===== src/rtl/gtct_pkg.sv =====
`timescale 1ns / 1ps
`default_nettype none
package gtct_pkg;

	localparam int unsigned CNT_W = 16;
	localparam int unsigned SUM_W = 17;
	localparam int unsigned MODE_W = 13;
	localparam int unsigned DATA_W = 32;
	localparam int unsigned IRQ_W = 3;

	typedef logic [1:0] req_t;
	localparam req_t REQ_READ = 2'd0;
	localparam req_t REQ_WRITE = 2'd1;
	localparam req_t REQ_TICKS = 2'd2;
	localparam req_t REQ_GATE = 2'd3;

	typedef logic [3:0] port_t;
	localparam port_t PORT_COUNT = 4'h0;
	localparam port_t PORT_MODE = 4'h4;
	localparam port_t PORT_TARGET = 4'h8;

	localparam int unsigned M_SYNC_EN = 0;
	localparam int unsigned M_RESET_TGT = 3;
	localparam int unsigned M_IRQ_TGT = 4;
	localparam int unsigned M_IRQ_OVF = 5;
	localparam int unsigned M_CLK_SRC0 = 8;
	localparam int unsigned M_CLK_SRC1 = 9;
	localparam int unsigned M_IRQ_REQ = 10;
	localparam int unsigned M_REACH_TGT = 11;
	localparam int unsigned M_REACH_OVF = 12;

	localparam logic [1:0] SYNC_PAUSE = 2'd0;
	localparam logic [1:0] SYNC_RESET = 2'd1;
	localparam logic [1:0] SYNC_GATED = 2'd2;
	localparam logic [1:0] SYNC_FREE = 2'd3;

	localparam logic [CNT_W-1:0] CNT_MAX = 16'hFFFF;

	typedef struct packed {
		logic cen;
		logic ext;
	} enables_t;

	function automatic enables_t refresh_enable(logic [MODE_W-1:0] mode, logic gate,
			logic ext_chosen);
		enables_t e;
		e.cen = 1'b1;
		if (mode[M_SYNC_EN]) begin
			case (mode[2:1])
				SYNC_PAUSE, SYNC_FREE: e.cen = !gate;
				SYNC_RESET: e.cen = 1'b1;
				default: e.cen = gate;
			endcase
		end
		e.ext = ext_chosen && e.cen;
		return e;
	endfunction

endpackage
`default_nettype wire


===== src/rtl/gated_triple_counter_timer.sv =====
// Three 16-bit counter/timers with gate sync modes, driven by request items.
// Input channel (in_valid/in_stall): one request per transfer: a register
// read, a register write, a batch of system ticks or a gate level change.
// Output channel (out_valid/out_stall): exactly one result per request, in
// order, carrying read_data and the per-timer irq_mask.
// A read, write or gate change passes S_EXEC and S_DONE before its result is loaded.
// A tick batch walks the timers one after another; a timer that wraps runs
// a bit-serial divider for the remainder, and timer 2 on the external clock
// first divides the batch by the prescaler on the same divider; the one divider
// is shared by both uses.
// Reset clears all counters, targets and modes and enables counting.
// The output register holds its result while out_stall is high; the next
// request is accepted meanwhile and its result waits until the output frees.
`timescale 1ns / 1ps
`default_nettype none
module gated_triple_counter_timer #(
	parameter int unsigned NUM_TIMERS = 3,
	parameter int unsigned PRESCALE_DIVISOR = 8
) (
	input wire logic clk,
	input wire logic arst_n,
	input wire logic in_valid,
	output logic in_stall,
	input wire logic [1:0] req_type,
	input wire logic [5:0] reg_address,
	input wire logic [31:0] write_data,
	input wire logic [15:0] tick_count,
	input wire logic [1:0] gate_timer,
	input wire logic gate_level,
	output logic out_valid,
	input wire logic out_stall,
	output logic [31:0] read_data,
	output logic [2:0] irq_mask
);
	import gtct_pkg::*;

	localparam int unsigned IW = (NUM_TIMERS > 1) ? $clog2(NUM_TIMERS) : 1;

	localparam logic [2:0] S_IDLE = 3'd0;
	localparam logic [2:0] S_EXEC = 3'd1;
	localparam logic [2:0] S_PREW = 3'd2;
	localparam logic [2:0] S_TICK = 3'd3;
	localparam logic [2:0] S_DIVW = 3'd4;
	localparam logic [2:0] S_DONE = 3'd5;

	logic [2:0] state_q;
	logic [IW-1:0] k_q;

	req_t req_q;
	logic [5:0] addr_q;
	logic [DATA_W-1:0] wdata_q;
	logic [CNT_W-1:0] ticks_q;
	logic [1:0] gt_q;
	logic gl_q;
	logic [CNT_W-1:0] pre_q;

	logic [CNT_W-1:0] count_q [NUM_TIMERS];
	logic [CNT_W-1:0] target_q [NUM_TIMERS];
	logic [MODE_W-1:0] mode_q [NUM_TIMERS];
	logic gate_q [NUM_TIMERS];
	logic cen_q [NUM_TIMERS];
	logic ext_q [NUM_TIMERS];
	logic extsel_q [NUM_TIMERS];

	logic [DATA_W-1:0] res_rd_q;
	logic [IRQ_W-1:0] res_irq_q;
	logic out_valid_q;
	logic [DATA_W-1:0] rdata_q;
	logic [IRQ_W-1:0] irq_q;

	logic div_start;
	logic [SUM_W-1:0] div_dvd;
	logic [CNT_W-1:0] div_dsr;
	logic div_done;
	logic [SUM_W-1:0] div_quo;
	logic [CNT_W-1:0] div_rem;

	logic [1:0] t_idx;
	port_t port;
	logic t_ok;
	logic g_ok;
	logic [1:0] tk;
	logic tk_en;
	logic [SUM_W-1:0] csum;
	logic [CNT_W-1:0] rv;
	logic [MODE_W-1:0] mode_new;
	logic irq_new;
	logic pre_need;
	logic [DATA_W-1:0] rd_val;

	assign t_idx = addr_q[5:4];
	assign port = addr_q[3:0];
	assign t_ok = {1'b0, t_idx} < 3'(NUM_TIMERS);
	assign g_ok = {1'b0, gt_q} < 3'(NUM_TIMERS);
	assign tk = 2'(k_q);
	assign pre_need = (NUM_TIMERS > 2) && cen_q[IW'(2)] && ext_q[IW'(2)];

	always_comb begin
		rd_val = '1;
		if (t_ok) begin
			case (port)
				PORT_COUNT: rd_val = {16'h0, count_q[t_idx[IW-1:0]]};
				PORT_MODE: rd_val = {19'h0, mode_q[t_idx[IW-1:0]]};
				PORT_TARGET: rd_val = {16'h0, target_q[t_idx[IW-1:0]]};
				default: rd_val = '1;
			endcase
		end
	end

	always_comb begin
		tk_en = cen_q[k_q] && ((tk == 2'd2) || !ext_q[k_q]);
		csum = {1'b0, count_q[k_q]} +
			{1'b0, ((tk == 2'd2) && ext_q[k_q]) ? pre_q : ticks_q};
		rv = mode_q[k_q][M_RESET_TGT] ? target_q[k_q] : CNT_MAX;
		mode_new = mode_q[k_q];
		if (csum >= {1'b0, target_q[k_q]})
			mode_new[M_REACH_TGT] = 1'b1;
		if (csum >= {1'b0, CNT_MAX})
			mode_new[M_REACH_OVF] = 1'b1;
		irq_new = (mode_new[M_REACH_TGT] && mode_new[M_IRQ_TGT]) ||
			(mode_new[M_REACH_OVF] && mode_new[M_IRQ_OVF]);
	end

	always_comb begin
		div_start = 1'b0;
		div_dvd = {1'b0, ticks_q};
		div_dsr = CNT_W'(PRESCALE_DIVISOR);
		if (state_q == S_EXEC && req_q == REQ_TICKS && pre_need) begin
			div_start = 1'b1;
		end else if (state_q == S_TICK && tk_en && csum >= {1'b0, rv} && rv != '0) begin
			div_start = 1'b1;
			div_dvd = csum;
			div_dsr = rv;
		end
	end

	gtct_div u_div (
		.clk(clk),
		.arst_n(arst_n),
		.start(div_start),
		.dividend(div_dvd),
		.divisor(div_dsr),
		.done(div_done),
		.quotient(div_quo),
		.remainder(div_rem)
	);

	always_ff @(posedge clk) begin
		if (in_valid && !in_stall) begin
			req_q <= req_type;
			addr_q <= reg_address;
			wdata_q <= write_data;
			ticks_q <= tick_count;
			gt_q <= gate_timer;
			gl_q <= gate_level;
		end
		if (state_q == S_PREW && div_done)
			pre_q <= div_quo[CNT_W-1:0];
		if (state_q == S_DONE && (!out_valid_q || !out_stall)) begin
			rdata_q <= res_rd_q;
			irq_q <= res_irq_q;
		end
	end

	always_ff @(posedge clk or negedge arst_n) begin
		if (!arst_n) begin
			state_q <= S_IDLE;
			k_q <= '0;
			out_valid_q <= 1'b0;
			res_rd_q <= '0;
			res_irq_q <= '0;
			for (int i = 0; i < NUM_TIMERS; i++) begin
				count_q[i] <= '0;
				target_q[i] <= '0;
				mode_q[i] <= '0;
				gate_q[i] <= 1'b0;
				cen_q[i] <= 1'b1;
				ext_q[i] <= 1'b0;
				extsel_q[i] <= 1'b0;
			end
		end else begin
			if (state_q == S_DONE && (!out_valid_q || !out_stall))
				out_valid_q <= 1'b1;
			else if (out_valid_q && !out_stall)
				out_valid_q <= 1'b0;
			case (state_q)
				S_IDLE: begin
					if (in_valid)
						state_q <= S_EXEC;
				end
				S_EXEC: begin
					res_rd_q <= (req_q == REQ_READ) ? rd_val : '0;
					res_irq_q <= '0;
					k_q <= '0;
					state_q <= (req_q == REQ_TICKS) ? (pre_need ? S_PREW : S_TICK) : S_DONE;
					case (req_q)
						REQ_READ: begin
							if (t_ok && port == PORT_MODE) begin
								mode_q[t_idx[IW-1:0]][M_REACH_TGT] <= 1'b0;
								mode_q[t_idx[IW-1:0]][M_REACH_OVF] <= 1'b0;
							end
						end
						REQ_WRITE: begin
							if (t_ok) begin
								case (port)
									PORT_COUNT: count_q[t_idx[IW-1:0]] <= wdata_q[CNT_W-1:0];
									PORT_MODE: begin
										mode_q[t_idx[IW-1:0]] <= wdata_q[MODE_W-1:0];
										extsel_q[t_idx[IW-1:0]] <= (t_idx == 2'd2) ?
											wdata_q[M_CLK_SRC1] : wdata_q[M_CLK_SRC0];
										count_q[t_idx[IW-1:0]] <= '0;
										{cen_q[t_idx[IW-1:0]], ext_q[t_idx[IW-1:0]]} <=
											refresh_enable(wdata_q[MODE_W-1:0],
												gate_q[t_idx[IW-1:0]],
												(t_idx == 2'd2) ? wdata_q[M_CLK_SRC1] :
												wdata_q[M_CLK_SRC0]);
									end
									PORT_TARGET: target_q[t_idx[IW-1:0]] <= wdata_q[CNT_W-1:0];
									default: ;
								endcase
							end
						end
						REQ_TICKS: ;
						default: begin
							if (g_ok && gate_q[gt_q[IW-1:0]] != gl_q) begin
								gate_q[gt_q[IW-1:0]] <= gl_q;
								if (mode_q[gt_q[IW-1:0]][M_SYNC_EN]) begin
									if (gl_q && (mode_q[gt_q[IW-1:0]][2:1] == SYNC_RESET ||
											mode_q[gt_q[IW-1:0]][2:1] == SYNC_GATED))
										count_q[gt_q[IW-1:0]] <= '0;
									if (gl_q && mode_q[gt_q[IW-1:0]][2:1] == SYNC_FREE) begin
										mode_q[gt_q[IW-1:0]][M_SYNC_EN] <= 1'b0;
										{cen_q[gt_q[IW-1:0]], ext_q[gt_q[IW-1:0]]} <=
											refresh_enable({mode_q[gt_q[IW-1:0]][MODE_W-1:1],
												1'b0}, gl_q, extsel_q[gt_q[IW-1:0]]);
									end else begin
										{cen_q[gt_q[IW-1:0]], ext_q[gt_q[IW-1:0]]} <=
											refresh_enable(mode_q[gt_q[IW-1:0]], gl_q,
												extsel_q[gt_q[IW-1:0]]);
									end
								end
							end
						end
					endcase
				end
				S_PREW: begin
					if (div_done)
						state_q <= S_TICK;
				end
				S_TICK: begin
					if (tk_en && csum < {1'b0, rv}) begin
						count_q[k_q] <= csum[CNT_W-1:0];
					end else if (tk_en) begin
						mode_q[k_q] <= mode_new;
						if (!mode_q[k_q][M_IRQ_REQ] && irq_new && tk != 2'd3)
							res_irq_q[tk] <= 1'b1;
						if (rv == '0)
							count_q[k_q] <= '0;
					end
					if (div_start) begin
						state_q <= S_DIVW;
					end else if (k_q == IW'(NUM_TIMERS - 1)) begin
						state_q <= S_DONE;
					end else begin
						k_q <= k_q + IW'(1);
					end
				end
				S_DIVW: begin
					if (div_done) begin
						count_q[k_q] <= div_rem;
						if (k_q == IW'(NUM_TIMERS - 1))
							state_q <= S_DONE;
						else begin
							k_q <= k_q + IW'(1);
							state_q <= S_TICK;
						end
					end
				end
				S_DONE: begin
					if (!out_valid_q || !out_stall)
						state_q <= S_IDLE;
				end
				default: state_q <= S_IDLE;
			endcase
		end
	end

	assign in_stall = (state_q != S_IDLE);
	assign out_valid = out_valid_q;
	assign read_data = rdata_q;
	assign irq_mask = irq_q;

`ifndef SYNTHESIS
	a_div_only_busy: assert property (@(posedge clk) disable iff (!arst_n)
		div_start |-> (state_q == S_EXEC || state_q == S_TICK))
		else $error("divider started outside tick processing");
	a_irq_only_ticks: assert property (@(posedge clk) disable iff (!arst_n)
		(state_q == S_DONE && res_irq_q != '0) |-> (req_q == REQ_TICKS))
		else $error("interrupt raised by a non-tick request");
	a_result_loaded: assert property (@(posedge clk) disable iff (!arst_n)
		(state_q == S_DONE && (!out_valid_q || !out_stall)) |=> out_valid_q)
		else $error("finished result not presented");
`endif
endmodule
`default_nettype wire


===== src/rtl/gtct_div.sv =====
`timescale 1ns / 1ps
`default_nettype none
module gtct_div (
	input wire logic clk,
	input wire logic arst_n,
	input wire logic start,
	input wire logic [gtct_pkg::SUM_W-1:0] dividend,
	input wire logic [gtct_pkg::CNT_W-1:0] divisor,
	output logic done,
	output logic [gtct_pkg::SUM_W-1:0] quotient,
	output logic [gtct_pkg::CNT_W-1:0] remainder
);
	import gtct_pkg::*;

	logic busy_q;
	logic done_q;
	logic [4:0] cnt_q;
	logic [SUM_W-1:0] dvd_q;
	logic [SUM_W-1:0] quo_q;
	logic [CNT_W-1:0] rem_q;
	logic [CNT_W-1:0] dsr_q;
	logic [SUM_W-1:0] trial;
	logic ge;

	assign trial = {rem_q, dvd_q[SUM_W-1]};
	assign ge = trial >= {1'b0, dsr_q};

	always_ff @(posedge clk or negedge arst_n) begin
		if (!arst_n) begin
			busy_q <= 1'b0;
			done_q <= 1'b0;
			cnt_q <= '0;
		end else begin
			done_q <= 1'b0;
			if (start) begin
				busy_q <= 1'b1;
				cnt_q <= '0;
			end else if (busy_q) begin
				cnt_q <= cnt_q + 5'd1;
				if (cnt_q == 5'(SUM_W - 1)) begin
					busy_q <= 1'b0;
					done_q <= 1'b1;
				end
			end
		end
	end

	always_ff @(posedge clk) begin
		if (start) begin
			dvd_q <= dividend;
			dsr_q <= divisor;
			rem_q <= '0;
			quo_q <= '0;
		end else if (busy_q) begin
			dvd_q <= {dvd_q[SUM_W-2:0], 1'b0};
			quo_q <= {quo_q[SUM_W-2:0], ge};
			rem_q <= ge ? CNT_W'(trial - {1'b0, dsr_q}) : trial[CNT_W-1:0];
		end
	end

	assign done = done_q;
	assign quotient = quo_q;
	assign remainder = rem_q;

`ifndef SYNTHESIS
	a_done_after_busy: assert property (@(posedge clk) disable iff (!arst_n)
		done_q |-> $past(busy_q))
		else $error("divider finished without running");
	a_rem_below: assert property (@(posedge clk) disable iff (!arst_n)
		done_q |-> (rem_q < dsr_q))
		else $error("remainder not below divisor");
	a_no_restart: assert property (@(posedge clk) disable iff (!arst_n)
		start |-> !busy_q)
		else $error("divider restarted while busy");
`endif
endmodule
`default_nettype wire


===== config.mk =====
export PLATFORM = sky130hd
export DESIGN_NAME = gated_triple_counter_timer
export DESIGN_NICKNAME = d
export VERILOG_FILES = /design/src/rtl/gtct_pkg.sv /design/src/rtl/gated_triple_counter_timer.sv /design/src/rtl/gtct_div.sv
export SDC_FILE = /design/constraint.sdc
export NUM_CORES = 1
export LEC_CHECK = 0
export ABC_AREA = 1
export BUFFER_PORTS_ARGS = -buffer_cell sky130_fd_sc_hd__buf_2
export CORE_MARGIN = 1.5
export CORE_UTILIZATION = 40
export CTS_CLUSTER_SIZE = 24
export DETAILED_ROUTE_END_ITERATION = 8
export HOLD_SLACK_MARGIN = 0.1
export SLEW_MARGIN = 15
export SYNTH_ARGS = -nofsm -noshare
export SYNTH_HDL_FRONTEND = slang
export SYNTH_SLANG_ARGS = --single-unit
export TNS_END_PERCENT = 50

===== constraint.sdc =====
create_clock -name clk -period 16.45 [get_ports clk]
set_clock_uncertainty 0.2 [all_clocks]
set_input_delay 0.8225 -clock clk [delete_from_list [all_inputs] [get_ports clk]]
set_output_delay 0.8225 -clock clk [all_outputs]
set_load 0.005 [all_outputs]

Yosys cells after proc, flatten, opt, wreduce, memory -nomap -nowiden
Index checks and enable logic that the tools add are counted.

Register bits: 354. Bits of input ports: 63. Output and inout bits: 37. Word-level logic and storage cells: 342.

Add/sub/neg operators: 4. Order comparisons: 15. Equality and inequality tests: 44. Multiplexer cells: 156. Bitwise logic cells: 19. Reductions and logical operators: 62.

Operator list (number): $mux 48 (8); $mux 39 (8); $mux 16 (14); $bwmux 48 (4); $pmux 48 s2 (2); $and 48x48->48 (3); $not 48->48 (3); $pmux 48 s3 (1); $demux 13 s2 (5); $bmux 16 s2 (4); $and 39x39->39 (3); $not 39->39 (3); $pmux 39 s3 (1); $demux 16 s2 (3); $pmux 32 s3 (1); $mux 13 (7); $bmux 13 s2 (3); $bwmux 39 (2); $pmux 39 s2 (1); $mux 3 (23); $mux 32 (2); $ge 17x16->1 (3); $mux 17 (3); $mux 1 (36); 57 further kinds (157).

Logic depth before layout (Yosys ltp)
Gate-level depths: netlist of the first run.

Depth in word-level cells: 18. Depth in mapped cells: 39. Depth with buffers taken out: 35.

Hierarchy
Synthesis of the first run repeated with hierarchy kept, for this count alone.

Cell total of the unflattened synthesis: 2873. Area, all modules: 21106.5 µm².

By module, submodules not included: gated_triple_counter_timer (times used 1, cells an instance 2354, area each 17130.2 µm², sequential area each 6705.2 µm²); gtct_div (times used 1, cells an instance 519, area each 3976.3 µm², sequential area each 1826.8 µm²).

Worst setup path before layout of the first run
No wires, ideal clock.

Path type: register to register. From: reg k_q[0]. To: reg u_div.dsr_q[0] (enable). Library setup time: 0.350 ns. Data arrival time: 4.856 ns. Required time: 15.900 ns. Setup slack: 11.044 ns. Cell stages (with the launch flop): 31. Path buffers: 5. Clock period less this slack: 5.406 ns. Cells stage by stage: dfrtp_1 -> buf_6 -> inv_4 -> buf_2 -> buf_1 -> ha_1 -> nand2_1 -> clkbuf_1 -> mux2_2 -> fa_1 -> nand3_1 -> nand2_1 -> nand3_1 -> nand2_1 -> xor2_1 -> ha_1 -> nand2_1 -> nor2_1 -> nand2_1 -> nand2_1 -> nand2_1 -> a21boi_0 -> nand3_1 -> nand2_1 -> nand2_1 -> nand2_1 -> nand2_2 -> nand3_1 -> nand2_4 -> inv_2 -> buf_2.

Word-level cells in the longest chain between the ends: 11. Elaborated cells between the ends (all ways): 30. Those cells by class: add/sub (1); order compare (1); eq/ne (1); mux (18); bitwise (1); reduce/logical (8).

RTL lines: from (decl) (RTL line gated_triple_counter_timer.sv:47) `logic [IW-1:0] k_q;`; from (signal assigned) (RTL line gated_triple_counter_timer.sv:265) `k_q <= k_q + IW'(1);`; from (signal assigned) (RTL line gated_triple_counter_timer.sv:274) `k_q <= k_q + IW'(1);`; $not 2->3 (implied by the code); $bmux 1 s2 (RTL line gated_triple_counter_timer.sv:111, gated_triple_counter_timer.sv:113); $mux 1 (implied by the code) (2 in a row) (RTL line gated_triple_counter_timer.sv:111, gated_triple_counter_timer.sv:113); $logic_and 1x1->1 or $logic_not 1->1 (tied branches) (RTL line gated_triple_counter_timer.sv:113, gated_triple_counter_timer.sv:111); $mux 16 or $logic_or 1x1->1 (tied branches) (RTL line gated_triple_counter_timer.sv:113, gated_triple_counter_timer.sv:111); $add 16x16->17 or $logic_and 1x1->1 (tied branches) (RTL line gated_triple_counter_timer.sv:112, gated_triple_counter_timer.sv:111); $ge 17x16->1 or $logic_and 1x1->1 (tied branches) (RTL line gated_triple_counter_timer.sv:130) `end else if (state_q == S_TICK && tk_en && csum >= {1'b0, rv} && rv != '0) begin`; $logic_and 1x1->1 (RTL line gated_triple_counter_timer.sv:130); $logic_and 1x1->1 * (RTL line gated_triple_counter_timer.sv:130); $mux 1 * (RTL line gated_triple_counter_timer.sv:130); to (signal assigned) (RTL line gtct_div.sv:51) `dsr_q <= divisor;`; to (decl) (RTL line gtct_div.sv:21) `logic [CNT_W-1:0] dsr_q;`.

Mark *: on every way between the ends. The rest lies on a longest branch, timed or not. The select of a mux whose other input is x is not followed. A chain may end at the register's enable or synchronous reset.

Final worst setup path of the first run
From: reg k_q[0]. To: reg u_div.quo_q[14] (netlist: u_div.quotient[14]).

Word-level cells in the longest chain between the ends: 11. Elaborated cells between the ends (all ways): 30. Those cells by class: add/sub (1); order compare (1); eq/ne (1); mux (18); bitwise (1); reduce/logical (8).

RTL lines: $not 2->3 (implied by the code); $bmux 1 s2 (RTL line gated_triple_counter_timer.sv:111, gated_triple_counter_timer.sv:113); $mux 1 (implied by the code) (2 in a row) (RTL line gated_triple_counter_timer.sv:111, gated_triple_counter_timer.sv:113); $logic_and 1x1->1 or $logic_not 1->1 (tied branches) (RTL line gated_triple_counter_timer.sv:113, gated_triple_counter_timer.sv:111); $mux 16 or $logic_or 1x1->1 (tied branches) (RTL line gated_triple_counter_timer.sv:113, gated_triple_counter_timer.sv:111); $add 16x16->17 or $logic_and 1x1->1 (tied branches) (RTL line gated_triple_counter_timer.sv:112, gated_triple_counter_timer.sv:111); $ge 17x16->1 or $logic_and 1x1->1 (tied branches) (RTL line gated_triple_counter_timer.sv:130); $logic_and 1x1->1 (RTL line gated_triple_counter_timer.sv:130); $logic_and 1x1->1 * (RTL line gated_triple_counter_timer.sv:130); $mux 1 * (RTL line gated_triple_counter_timer.sv:130); to (signal assigned) (RTL line gtct_div.sv:56) `quo_q <= {quo_q[SUM_W-2:0], ge};`; to (decl) (RTL line gtct_div.sv:19) `logic [SUM_W-1:0] quo_q;`.

Marked as above.

==> results.md, run 1 <==
- Critical-path maximum fanout: 52
- Later-pin clock latency in the skew report: roughly 580 ps
- GRT Util Overall: just under 30%
- H-Tree Depth: 2
- Root buffer cell: clkbuf_16
- Synth async-reset ratio: 55.56%
- Most common cell on crit path: nand2_1
- Inst Count DP: 3252
- PostCTS Resize Cnt: 0
- Core ar.: ~0.050 mm2
- Fin nets: 2760
- Total die area: 0.05188 mm2
- Slew Limit Fails: 0
- Area leader, netlist: dfrtp_1
- Sequential share of the synthesized area: between 40% and 50%
- Outcome: completed
- Worst Hold Class: input port to asynchronous set/reset pin
- Pwr per Cell Area: 194.9 mW/mm2
- Hold Violations, Final: 0
- Final cell count without fillers: 3325
- FP Rows: 82
- Die X: 227.8 um
- Cell area after synthesis: 0.02021 mm2
- Synth top area share: a little over a fifth
- Area Growth Syn to Fin: 10.85%
- MaxCap Viol Count: 0
- Critical Path RT: about 17000 ps
- Critical path type: flip-flop to flip-flop
- RSZ-0062 raised after global routing: false
- Vias: 19649
- R2R setup slack: 7990 ps
- Largest net degree at the start of global routing: 90
- Max Root-Sink Buffers: 3
- Area contributors post-synth: dfrtp_1 22%, edfxtp_1 17%, nand2_1 13%, o21ai_0 6.4%, inv_1 5.3%
- IO Count: 100
- Setup violators final: 0
- Vias in the first global route: 18817
- Port Buffer Count: 83
- Synth cell types: 66
- Slowest cell on crit path: nand2_2
- CTS Sinks: ~320
- Final WL: roughly 78000 um
- First-pass GRT wire length: 115900 um
- Min cycle time layout: 8458 ps
- TritonCTS clock tree: built
- WL/cell: 23.32 um
- Pre-Repair DR Iteration Count: 8
- Final Wtd Congestion: 0.9807
- Global route overflow: 0
- Inserted Clock Buffers: 39
- Syn_area_per_cell: 7.719 um2
- Post-CTS Hold Fix Bufs: 0
- Tcrit/Tclk final: approximately half
- Antenna Violating Nets Remaining: 0
- DP HPWL: 54170 um
- Synth Instances: 2618
- Fmax: roughly 120 MHz
- Worst Max-Slew Pin Slew: approximately 1100 ps
- Initial antenna violation count: 3
- Vias per cell: 5.909
- Setup bufs post-CTS: 0
- Syn_nets: 2757
- Pleak: approximately 9.8 nW
- Slew HR: 23.76%
- Register bit total from synthesis: 324
- Setup TNS: 0 ps
- EDFF count, synth: 112
- Critical Path Source Type: flip-flop
- CP endpoint kind: flip-flop
- Ys flop type: dfrtp_1
- DR iter-0 viols: 2463
- Setup WS pre-CTS: 8165 ps
- Clk pin slew, worst setup/hold paths: 60 ps
- Worst VDD drop: approximately 0.10 mV
- Worst hold margin: 81.67 ps
- Synth warnings: 0
- Worst path max stage delay: 730 ps
- Initial core utilization: 40.44%
- Arr. time, crit path: between 8000 and 9000 ps
- Most common cell after layout, fill and taps aside: nand2_1
- DIE HEIGHT: 227.8 um
- DRC viols: 0
- Most frequent cells in the layout: 680 x nand2_1, 284 x inv_1, 258 x o21ai_0, 176 x dfrtp_1, 174 x nor2_1
- Share of cells above drive strength 1: 9.276%
- Total power: 4.365 mW
- Worst Setup Slack, final: 7992 ps
-- where the power goes --
| part | leakage, nW | switching [mW] | total, mW | internal [mW] |
|---|---|---|---|---|
| Clock | 0.663 | 0.367 | 0.949 | 0.582 |
| Combinational | 5.42 | 1.56 | 2.17 | 0.611 |
| Sequential | 3.72 | 0.175 | 1.25 | 1.08 |
| Total | 9.80 | 2.10 | 4.37 | 2.27 |
-- synth_stat cells, drive strengths merged, types with 4 or more instances --
master / instances
nor2: 190
a22oi: 24
dfrtp: 177
nor4: 7
xnor2: 4
o21bai: 5
nand2: 689
dfxtp: 32
a21oi: 125
edfxtp: 112
nand3b: 6
o21ai: 271
mux2: 16
inv: 297
a221oi: 40
nand3: 80
nand4: 21
xor2: 10
o22ai: 107
a32o: 7
clkinv: 8
o221ai: 22
o31ai: 12
nor3: 38
o32ai: 5
clkbuf: 83
o211ai: 30
o21a: 12
buf: 59
a31oi: 23
a211oi: 10
ha: 74
-- registers in the layout, indices dropped and copies added (netlist names), 16 cells and up --
name / count
mode_q: 39
wdata_q: 16
read_data: 17
res_rd_q: 17
ticks_q: 16
target_q: 48
u_div.dvd_q: 17
pre_q: 16
u_div.remainder: 16
count_q: 48
u_div.quotient: 16
u_div.dsr_q: 16
-- through the flow --
stage | util (%) | instance area, um2
floorplan | - | 20210
global placement | 42.01 | 20990
detailed placement | 42.01 | 20990
CTS | 44.78 | 22380
global route | 44.83 | 22400
finish | 44.83 | 22400
-- final cells by class --
cell class | instances | area [um2]
fill | 5049 | 27560
multi-input combinational | 1847 | 9928
sequential | 324 | 8513
inverter | 305 | 1147
clock buffer | 50 | 1059
tap | 672 | 840.8
timing repair buffer | 104 | 581.8
clock inverter | 22 | 329.1
antenna | 1 | 2.502
-- path summary, 6_finish.rpt --
kind | startpoint | to | depth (start not counted)
worst max-delay path | k_q[0]$_DFFE_PN0P_ | u_div.quotient[14]$_SDFFE_PN0P_ | 28
worst min-delay path | arst_n | res_rd_q[3]$_DFFE_PN0P_ | 1
worst max register to register | k_q[0]$_DFFE_PN0P_ | u_div.quotient[14]$_SDFFE_PN0P_ | 28
worst min register to register | u_div.quotient[7]$_SDFFE_PN0P_ | pre_q[7]$_DFFE_PP_ | 0
max in group asynchronous | arst_n | k_q[0]$_DFFE_PN0P_ | 2
min in group clk | write_data[9] | wdata_q[9]$_DFFE_PP_ | 1
-- kinds of logic (layout without fill, tap and decap cells) --
logic type / Yosys count / in the layout / share of synthesized area [%]
xor gates and xnor gates: 14 / 14 / 0.6067
and+or+nand+nor: 1037 / 1037 / 21.32
adders and majority gates: 76 / 76 / 4.780
muxes: 16 / 16 / 0.8916
other: 0 / 1 / 0
buffers and inverters: 447 / 481 / 9.064
DFF: 324 / 324 / 42.12
AOI/OAI and AO/OA: 704 / 704 / 21.21
-- critical path, delay by kind of cell, from the launching register on --
kind / cells / cell delay, ps
DFF: 1 / 390
and+or+nand+nor: 16 / 3560
buffers and inverters: 2 / 650
xor gates and xnor gates: 1 / 620
AOI/OAI and AO/OA: 5 / 1160
muxes: 1 / 520
adders and majority gates: 3 / 1110
-- per-layer routing --
metal / global-route usage (%) / wire length, um / part of all wire, %
met1: 37.68 / 30890 / 40
met2: 45.05 / 33800 / 44
met3: 6.513 / 7639 / 9.9
met4: 18.17 / 5194 / 6.7
met5: 0 / 18 / 0.023
No activity file was read; power rests on OpenSTA's default activity.
==> run 2, diff against run 1 <==
==> constraint.sdc (replaced) <==
create_clock -name clk -period 8.4 [get_ports clk]
set_clock_uncertainty 0.2 [all_clocks]
set_input_delay 0.42 -clock clk [delete_from_list [all_inputs] [get_ports clk]]
set_output_delay 0.42 -clock clk [all_outputs]
set_load 0.005 [all_outputs]
==> results.md, run 2 (synthesis results as in run 1) <==
- Outcome: completed
- H-Tree Depth: 2
- CP endpoint kind: flip-flop
- Hold path depth: 3
- Worst hold margin: about 200 ps
- MaxCap Viol Count: 0
- Max Root-Sink Buffers: 3
- Min cycle time layout: slightly below 7000 ps
- Worst r2r dst: u_div.quotient[6]$_SDFFE_PN0P_
- Setup bufs post-CTS: 0
- Antenna Violating Nets Remaining: 0
- Most frequent cells in the layout: 680 x nand2_1, 284 x inv_1, 258 x o21ai_0, 176 x dfrtp_1, 174 x nor2_1
- IO Count: 100
- HP Start: in_valid
- GRT Util Overall: 29.27%
- Share of cells above drive strength 1: 9.598%
- CTS Sinks: about 320
- Port Buffer Count: 83
- Reg power frac: between 20 and 30%
- Slew HR: 24.61%
- Initial core utilization: about two fifths
- Area Growth Syn to Fin: 13.53%
- Multi-input logic area: between 0.009 and 0.01 mm2
- Worst path max stage delay: 490 ps
- Arr. time, crit path: 7160 ps
- Worst R2R Start: k_q[0]$_DFFE_PN0P_
- Inserted Clock Buffers: 40
- Biggest regs: count_q x48, target_q x48, mode_q x39
- Seq. cell area: roughly 0.0085 mm2
- Tcrit/Tclk final: 82.12%
- Worst Hold Class: input port to flip-flop
- Die X: 227.8 um
- RSZ-0062 raised after global routing: false
- Comb pwr share: 49.7%
- DP HPWL: roughly 54000 um
- Critical-path maximum fanout: 44
- Vias: 19743
- TritonCTS clock tree: built
- Internal: between 4 and 5 mW
- Critical path type: flip-flop to flip-flop
- Clk pin slew, worst setup/hold paths: ~70 ps
- Setup violators final: 0
- Final WL: 77410 um
- Final Wtd Congestion: around 0.94
- First-pass GRT wire length: 116000 um
- Power share of the clock group: 21.8%
- FILL cells: 4969
- Root buffer cell: clkbuf_16
- Critical Path RT: roughly 8700 ps
- Fin nets: 2816
- R2R setup slack: 1500 ps
- Setup TNS: 0 ps
- Worst VDD drop: approximately 0.22 mV
- FF-to-FF path depth: 30
- WL/cell: 22.90 um
- Vias per cell: 5.839
- Sw frac: 48.15%
- WHS Endpoint: wdata_q[15]$_DFFE_PP_
- DIE HEIGHT: 227.8 um
- Sw Pwr: roughly 4.2 mW
- Pwr per Cell Area: ~380 mW/mm2
- DRC viols: 0
- Total die area: between 0.05 and 0.06 mm2
- Critical Path Source Type: flip-flop
- Hold Violations, Final: 0
- Fmax: 145.0 MHz
- ANT cells: 0
- Pleak: approximately 10 nW
- Slowest cell on crit path: fa_1
- Later-pin clock latency in the skew report: approximately 580 ps
- Worst Max-Slew Pin Slew: approximately 1100 ps
- FP Rows: 82
- Initial antenna violation count: 0
- Slew Limit Fails: 0
- Most common cell after layout, fill and taps aside: nand2_1
- Pre-Repair DR Iteration Count: 7
- Most common cell on crit path: nand2_1
- Global route overflow: 0
- Vias in the first global route: ~19000
- DR iter-0 viols: 2457
- Largest net degree at the start of global routing: 80
- Core ar.: 0.04997 mm2
-- run 2: cell types whose count changed in the layout (fill, tap and decap cells not counted), sizes merged --
cell,previous run,this run
clkinv,18,15
bufinv,8,6
dlygate4sd3,0,45
clkinvlp,3,4
clkbuf,51,54
inv,298,301
buf,103,113
diode,1,0
-- run 2: power groups by stage --
stage          combinational, mW  clock [mW]  sequential (mW)
5_1_grt                     4.67        1.97             2.50
3_5_place_dp                4.14           0             2.47
2_1_floorplan               2.84           0             2.34
4_1_cts                     4.17        1.91             2.45
6_report                    4.28        1.88             2.46
3_3_place_gp                4.07           0             2.46
-- run 2: stage by stage --
step	util, %	worst slack, ps	cell area (um2)	cells	power (mW)
2_1_floorplan	-	2994	20210	2618	5.184
3_3_place_gp	42.16	1655	21060	3262	6.534
3_5_place_dp	42.16	1623	21060	3262	6.608
4_1_cts	45.89	1595	22930	3381	8.529
5_1_grt	45.92	1120	22940	3381	9.146
6_report	45.92	1502	22940	3381	8.622
-- run 2: how the worst max path moves through the flow --
stage | to | startpoint | slack, ps
finish | u_div.quotient[6]$_SDFFE_PN0P_ | k_q[0]$_DFFE_PN0P_ | 1500
CTS | u_div.dvd_q[11]$_DFFE_PP_ | k_q[0]$_DFFE_PN0P_ | 1600
floorplan | u_div.dsr_q[0]$_SDFFCE_PP0N_ | k_q[0]$_DFFE_PN0P_ | 2990
global placement | u_div.dvd_q[12]$_DFFE_PP_ | k_q[0]$_DFFE_PN0P_ | 1650
global route | u_div.quotient[6]$_SDFFE_PN0P_ | k_q[0]$_DFFE_PN0P_ | 1120
detailed placement | u_div.dvd_q[16]$_DFFE_PP_ | k_q[0]$_DFFE_PN0P_ | 1620
-- run 2: area by class of cell --
type                    instances  share of cell area (%)
clock buffers                  53                   4.843
clock inverters                21                   1.331
inverters                     305                   5.001
multi-input cells            1847                   43.23
flip-flops and latches        324                   37.11
well taps                     672                   3.665
repair buffers                159                   4.826
-- run 2: routing by layer --
metal | vias to the layer above | track usage [%] | wire, um
met5 | - | 0 | 0
met4 | 0 | 18.44 | 5298
met3 | 231 | 6.713 | 7963
met2 | 1125 | 43.63 | 32710
met1 | 9311 | 38.33 | 31440
li1 | 9076 | - | -
-- run 2: timing repair --
action	4_1_cts	5_1_grt
hold buffers	45	0
hold endpoints to repair	121	0
gates resized for setup	0	0
-- run 2: critical path: cells and delay by family, from the launching register on --
family,cells,cell delay (ps)
AO/OA/AOI/OAI,5,790
adder cells (fa/ha/maj),3,1080
buffers and inverters,5,1820
flip-flops,1,340
multiplexers,1,380
AND/OR/NAND/NOR,16,2120
